## src/sv/ldc_pkg.sv

```systemverilog
`timescale 1ns / 1ps
// ----------------------------------------------------------------------------
// ldc_pkg
// Shared types and constants for the line digraph checker: command codes,
// controller states and the command/status bundles between control and data.
// ----------------------------------------------------------------------------
package ldc_pkg;

  localparam int MAX_VERTICES_DEF = 64;
  localparam int CNT_W            = 7;
  localparam logic [CNT_W-1:0] VC_RESET = 7'd64;

  typedef enum logic [1:0] {
    CMD_CLEAR = 2'd0,
    CMD_ADD   = 2'd1,
    CMD_EVAL  = 2'd2
  } cmd_e;

  typedef enum logic [1:0] {
    RD_TAIL = 2'd0,
    RD_I    = 2'd1,
    RD_J    = 2'd2
  } rd_sel_e;

  typedef enum logic [2:0] {
    ST_IDLE    = 3'd0,
    ST_ARC_WR  = 3'd1,
    ST_EV_I    = 3'd2,
    ST_EV_J    = 3'd3,
    ST_EV_SCAN = 3'd4,
    ST_EV_NEXT = 3'd5,
    ST_RESULT  = 3'd6
  } state_e;

  typedef struct packed {
    logic    clear;
    logic    latch_arc;
    logic    arc_wr;
    logic    eval_init;
    logic    j_from_i;
    logic    ld_ri;
    logic    rd_j;
    logic    i_inc;
    logic    out_load;
    rd_sel_e rd_sel;
  } dp_cmd_t;

  typedef struct packed {
    logic arc_in_range;
    logic n_lt2;
    logic j_last;
    logic i_last;
    logic out_free;
  } dp_sts_t;

endpackage

```

## src/sv/ldc_ctrl.sv

```systemverilog
`timescale 1ns / 1ps
// ----------------------------------------------------------------------------
// ldc_ctrl
// Controller: takes input items, sequences arc updates and the pairwise
// row scan for evaluate, and hands the result to the output register.
// ----------------------------------------------------------------------------
module ldc_ctrl (
  input  logic             clk_i,
  input  logic             rst_ni,
  input  logic             in_valid_i,
  output logic             in_ready_o,
  input  logic [1:0]       command_i,
  input  ldc_pkg::dp_sts_t sts_i,
  output ldc_pkg::dp_cmd_t cmd_o
);

  ldc_pkg::state_e state_q, state_d;

  always_ff @(posedge clk_i or negedge rst_ni) begin
    if (!rst_ni) begin
      state_q <= ldc_pkg::ST_IDLE;
    end else begin
      state_q <= state_d;
    end
  end

  always_comb begin
    state_d      = state_q;
    in_ready_o   = 1'b0;
    cmd_o        = '0;
    cmd_o.rd_sel = ldc_pkg::RD_TAIL;
    case (state_q)
      ldc_pkg::ST_IDLE: begin
        in_ready_o = 1'b1;
        if (in_valid_i) begin
          case (ldc_pkg::cmd_e'(command_i))
            ldc_pkg::CMD_CLEAR: begin
              cmd_o.clear = 1'b1;
            end
            ldc_pkg::CMD_ADD: begin
              // row read of the tail goes out with the item
              cmd_o.latch_arc = 1'b1;
              if (sts_i.arc_in_range) begin
                state_d = ldc_pkg::ST_ARC_WR;
              end
            end
            ldc_pkg::CMD_EVAL: begin
              cmd_o.eval_init = 1'b1;
              state_d = sts_i.n_lt2 ? ldc_pkg::ST_RESULT : ldc_pkg::ST_EV_I;
            end
            default: ;
          endcase
        end
      end
      ldc_pkg::ST_ARC_WR: begin
        cmd_o.arc_wr = 1'b1;
        state_d      = ldc_pkg::ST_IDLE;
      end
      ldc_pkg::ST_EV_I: begin
        cmd_o.rd_sel   = ldc_pkg::RD_I;
        cmd_o.j_from_i = 1'b1;
        state_d        = ldc_pkg::ST_EV_J;
      end
      ldc_pkg::ST_EV_J: begin
        cmd_o.ld_ri  = 1'b1;
        cmd_o.rd_sel = ldc_pkg::RD_J;
        cmd_o.rd_j   = 1'b1;
        state_d = sts_i.j_last ? ldc_pkg::ST_EV_NEXT : ldc_pkg::ST_EV_SCAN;
      end
      ldc_pkg::ST_EV_SCAN: begin
        // compare of the previous row happens in the datapath this cycle
        cmd_o.rd_sel = ldc_pkg::RD_J;
        cmd_o.rd_j   = 1'b1;
        if (sts_i.j_last) begin
          state_d = ldc_pkg::ST_EV_NEXT;
        end
      end
      ldc_pkg::ST_EV_NEXT: begin
        if (sts_i.i_last) begin
          state_d = ldc_pkg::ST_RESULT;
        end else begin
          cmd_o.i_inc = 1'b1;
          state_d     = ldc_pkg::ST_EV_I;
        end
      end
      ldc_pkg::ST_RESULT: begin
        if (sts_i.out_free) begin
          cmd_o.out_load = 1'b1;
          state_d        = ldc_pkg::ST_IDLE;
        end
      end
      default: begin
        state_d = ldc_pkg::ST_IDLE;
      end
    endcase
  end

endmodule

```

## config.mk

```make
export PLATFORM = sky130hd
export DESIGN_NAME = ldc_ctrl
export DESIGN_NICKNAME = d
export VERILOG_FILES = /design/src/sv/ldc_pkg.sv /design/src/sv/ldc_ctrl.sv
export SDC_FILE = /design/constraint.sdc
export NUM_CORES = 1
export LEC_CHECK = 0
export BUFFER_PORTS_ARGS = -buffer_cell sky130_fd_sc_hd__buf_4
export CAP_MARGIN = 20
export CORE_AREA = 2 2 39 41
export DETAILED_ROUTE_END_ITERATION = 7
export DIE_AREA = 0 0 41 43
export PLACE_DENSITY = 0.55
export RECOVER_POWER = 100
export SETUP_SLACK_MARGIN = 0.2
export SKIP_CTS_REPAIR_TIMING = 1
export SLEW_MARGIN = 20
export SYNTH_ARGS = -nofsm -noshare
export SYNTH_HDL_FRONTEND = slang
export SYNTH_SLANG_ARGS = --single-unit
```

## constraint.sdc

```tcl
create_clock -name clk_i -period 1.4 [get_ports clk_i]
set_clock_uncertainty 0.15 [all_clocks]
set_input_delay 0.14 -clock clk_i [delete_from_list [all_inputs] [get_ports clk_i]]
set_output_delay 0.14 -clock clk_i [all_outputs]
set_load 0.05 [all_outputs]
```

# Word-level counts from Yosys, hierarchy flattened
# Index checks and enable logic that the tools add are counted.
# totals
reg_bits	3
inputBits	10
out_inout_bits	12
elab_cells	44
# op_classes
eq_ne	13
muxes	26
n_reduce_logical	4
# op_table
op	n
$mux W3	6
$pmux W3 S6	1
$mux W1	15
$eq A3 B3 Y1 const B	3
$eq A3 B2 Y1 const B	2
$ne A2 B2 Y1 const B	3
$pmux W3 S2	1
$reduce_and A5 Y1	1
$mux W2	2
$pmux W2 S2	1
$eq A3 B1 Y1 const B	1
$logic_not A3 Y1	1
$ne A3 B1 Y1 const B	1
$ne A3 B3 Y1 const B	1
$eq A2 B1 Y1 const B	1
$eq A2 B2 Y1 const B	1
$logic_not A2 Y1	1
$reduce_or A2 Y1	1

# Longest topological paths before layout
# depth
word_depth	4
ltp_mapped	5
ltp_nobuf	5

# Worst setup path after synthesis
# Ideal clock, no wire load.
# synth_timing
path_type	reg2out
from	reg state_q[1]
to	out cmd_o[3] (netlist bit)
t_arrival_ps	1846
required_ps	1110
path_slack_ps	-736
stages_incl_launch_ff	4
n_path_buf	1
path_cell_list	dfrtp_1 buf_2 nand2b_1 nor3b_1
# synth_rtl
element	line_no	rtl
start: declaration	ldc_ctrl.sv:17	ldc_pkg::state_e state_q, state_d;
start signal: assignment	ldc_ctrl.sv:21	state_q <= ldc_pkg::ST_IDLE;
start signal: assignment	ldc_ctrl.sv:23	state_q <= state_d;
end: declaration	ldc_ctrl.sv:14	output ldc_pkg::dp_cmd_t cmd_o

==> summary.log <==
INFO  floorplan      top_level_ports=22
INFO  place          placedCellCount=85
INFO  cells_and_area finish.net_count=88
INFO  logic_synthesis share_of_the_synthesized_area_in_compound_gates_ao_oa_aoi_oai=0.134
INFO  critical_path  cp_slowest_stage_delay=0.38ns
INFO  critical_path  start_kind=register
INFO  critical_path  timing.critical_path.cells=buf_6 > nor3_4 > and3_4 > buf_8
INFO  logic_synthesis postSynth.topFlopCell=sky130_fd_sc_hd__dfrtp_1
INFO  logic_synthesis ys_warn_count=0
INFO  logic_synthesis simple_gate_share_of_the_synthesized_area=0.429
INFO  cts            cts-htree-levels=1
INFO  logic_synthesis synth_top_family_by_area=simple AND/OR/NAND/NOR gates
INFO  logic_synthesis synthMuxAreaShare=0
INFO  floorplan      die-height=43um
INFO  global_route   grt_first_pass_wirelength=1.42mm
INFO  logic_synthesis xor_xnor_cell_area_share_of_the_yosys_netlist=0
INFO  run            drv_cap=0
INFO  critical_path  worstPathMaxFanout=4
INFO  critical_path  cp.required=1.11ns
INFO  drt            postRouteWirelength=967um
INFO  status         outcome=complete, but fails checks
INFO  power          power=1.78mW
INFO  floorplan      initial_core_utilization=0.242
INFO  critical_path  cp.arrival=1.32ns
INFO  logic_synthesis synth_fa_ha_area_frac=0.112
INFO  cts            root_buffer=sky130_fd_sc_hd__clkbuf_4
INFO  critical_path  worst-path-stages=4
INFO  sta            finalSetupViolations=12
INFO  cells_and_area largest_registers=state_q (3)
INFO  critical_path  r2r_setup_slack=0.14ns
INFO  drt            via_count=422
INFO  cells_and_area largest-register=state_q
INFO  critical_path  cp_class=register to output pin
INFO  drt            dr.first_iter.drc_count=7
INFO  cts            clk_pin_slew_worst_paths=0.03ns
INFO  cells_and_area nFillCells=135
INFO  floorplan      die_w=41um
INFO  logic_synthesis postSynth.asyncResetShare=1.00
INFO  critical_path  crit_buf_inv=2
INFO  cts            cts_max_path_buffers=2
INFO  logic_synthesis net_count_after_synthesis=58
INFO  cells_and_area layoutNonFillerInstCount=90
INFO  floorplan      coreArea=1380um2
INFO  drt            detail_route.drc_violations=0
INFO  drt            drtPass1Iterations=4
INFO  drt            avgViaCountPerCell=4.69
INFO  logic_synthesis post_synth_inst_count=45
INFO  critical_path  critical_path.reg2reg.endpoint=state_q[0]$_DFFE_PN0P_
INFO  sta            slew-limit-headroom=0.815
INFO  place          portBuffers=21
INFO  hold_path      timing.hold.worst.class=input port to register
INFO  place          dp.final_hpwl=765um
INFO  critical_path  worst_reg2reg_path_length_in_cells=4
INFO  sta            hold_viol_final=0
INFO  cts            cts_made_buffers=3
INFO  floorplan      std_cell_rows=14
INFO  sta            finalCritPeriodShare=1.15
INFO  global_route   grt_max_degree=10
INFO  floorplan      area_of_the_die=1760um2
INFO  sta            final_period_demand_of_the_worst_path=1.61ns
INFO  sta            unrepaired_setup_endpoints_after_global_routing=true
INFO  critical_path  cp-endpoint=cmd_o[7]
INFO  sta            maxClockFrequency=621MHz
INFO  global_route   gr-total-overflow=0
INFO  critical_path  crit_path_end_kind=output pin
INFO  cells_and_area area_growth=117%
INFO  critical_path  cp_slowest_cell=sky130_fd_sc_hd__dfrtp_1
INFO  drt            wl_per_cell=10.7um
INFO  power          cellLeakagePower=0.340nW
INFO  logic_synthesis synth_enable_flop_cells=0
INFO  status         violations=negative setup slack
INFO  cells_and_area max_reg_flops=3
INFO  critical_path  crit_path_start=state_q[1]$_DFFE_PN0P_
INFO  global_route   grt_pass1_vias=378
INFO  power          power.density=2440nW/um2
INFO  sta            final-max-slew-violation-count=0
INFO  global_route   antenna_violations_before_repair=0
INFO  critical_path  r2r_start=state_q[2]$_DFFE_PN0P_
INFO  critical_path  cpLargestDelayFamily=simple AND/OR/NAND/NOR gates
INFO  cts            worst_skew_pair.late_latency=0.24ns
INFO  place          routabilityCongestion=0.696
INFO  power          max-vdd-ir-drop=1060uV
INFO  logic_synthesis ys_seq_elements=3
INFO  cts            cts_tree=built
INFO  logic_synthesis postSynthAreaPerCell=7.45um2
INFO  sta            tightest_slew=0.278ns
INFO  logic_synthesis syn-cell-area=335um2
INFO  logic_synthesis synth.yosys.seq_area_share=0.224
INFO  sta            postLayoutSetupSlackWorst=-0.209ns
INFO  global_route   gr_util_all_layers=0.120
INFO  cells_and_area layout-drive-gt1-share=0.622
INFO  drt            drtAntennaViolNets=0
INFO  cts            clock_sinks=3
INFO  logic_synthesis ys_types=22
INFO  cells_and_area antenna_cells_inserted=0
routing by layer:
metal / vias to the layer above / track usage / wire length, um
li1: 215 / - / -
met1: 197 / 0.123 / 339
met2: 10 / 0.197 / 587
met3: 0 / 0.0314 / 40
met4: 0 / 0.0800 / 0
met5: - / 0 / 0
worst min-delay path, cell delays in order:
cell	delay (ns)
sky130_fd_sc_hd__buf_4	0.09
sky130_fd_sc_hd__nand3_1	0.07
sky130_fd_sc_hd__nand3_1	0.10
cell usage after synthesis, types with 2 or more instances:
cell	number	area share
sky130_fd_sc_hd__nand2b_1	3	0.056
sky130_fd_sc_hd__buf_2	3	0.045
sky130_fd_sc_hd__o21ai_1	3	0.045
sky130_fd_sc_hd__ha_1	3	0.11
sky130_fd_sc_hd__nand4b_1	2	0.052
sky130_fd_sc_hd__nor2_1	3	0.034
sky130_fd_sc_hd__nor3b_1	2	0.045
sky130_fd_sc_hd__nand3_1	4	0.060
sky130_fd_sc_hd__inv_1	2	0.022
sky130_fd_sc_hd__a21oi_1	3	0.045
sky130_fd_sc_hd__and3_1	3	0.056
sky130_fd_sc_hd__dfrtp_1	3	0.22
sky130_fd_sc_hd__nand2_1	2	0.022
where the power goes:
part,switching [mW],total [mW],internal (mW)
sequential,0.0590,0.190,0.131
clock,0.0470,0.154,0.107
combinational,0.847,1.43,0.584
total,0.953,1.78,0.822
kinds of logic (layout without fill, tap and decap cells):
kind of cell             count (synthesis)  count (layout)
AND/OR/NAND/NOR                         24              24
AO/OA/AOI/OAI                            8               8
buffers and inverters                    7              36
adder cells (fa/ha/maj)                  3               3
flip-flops                               3               3
per-stage QoR:
step                      setup WS [ns]  setup TNS [ns]  instance area [um2]   util  hold slack [ns]
final                            -0.209           -1.95                  727  0.525           0.0554
after global routing             -0.256           -2.49                  727  0.525           0.0874
after CTS                        -0.227           -2.23                  657  0.475           -0.470
after detailed placement         0.0273               0                  631  0.456           -0.220
after global placement           0.0421               0                  631  0.456           -0.220
after floorplan                  -0.240           -1.20                  439      -           -0.306
cell usage in the layout, fill, tap and decap left out, drive strengths merged:
cell / instances
buf: 26
clkbuf: 6
nand3: 4
and3: 3
ha: 3
dfrtp: 3
inv: 3
nand2b: 3
nor2: 3
o21ai: 3
a21oi: 3
nand4b: 2
nor3: 2
nor3b: 2
nand2: 2
nand3b: 1
and2: 1
a21o: 1
a22oi: 1
nor2b: 1
dlygate4sd3: 1
worst min path at each step:
stage | start | end | slack [ns] | cells past startpoint
2_1_floorplan | rst_ni | state_q[0]$_DFFE_PN0P_ | -0.31 | 0
3_3_place_gp | rst_ni | state_q[0]$_DFFE_PN0P_ | -0.22 | 1
3_5_place_dp | rst_ni | state_q[0]$_DFFE_PN0P_ | -0.22 | 1
4_1_cts | rst_ni | state_q[2]$_DFFE_PN0P_ | -0.47 | 1
5_1_grt | sts_i[2] | state_q[0]$_DFFE_PN0P_ | 0.09 | 3
6_report | sts_i[2] | state_q[0]$_DFFE_PN0P_ | 0.06 | 3
cell type report:
class                      count  area (um2)  share of cell area
tap                           16        20.0              0.0275
timing repair buffer          29         270               0.372
clock buffer                   4        26.3              0.0361
inverter                       3        13.8              0.0189
sequential                     3        75.1               0.103
multi-input combinational     35         322               0.442
No activity file was read; power rests on OpenSTA's default activity.
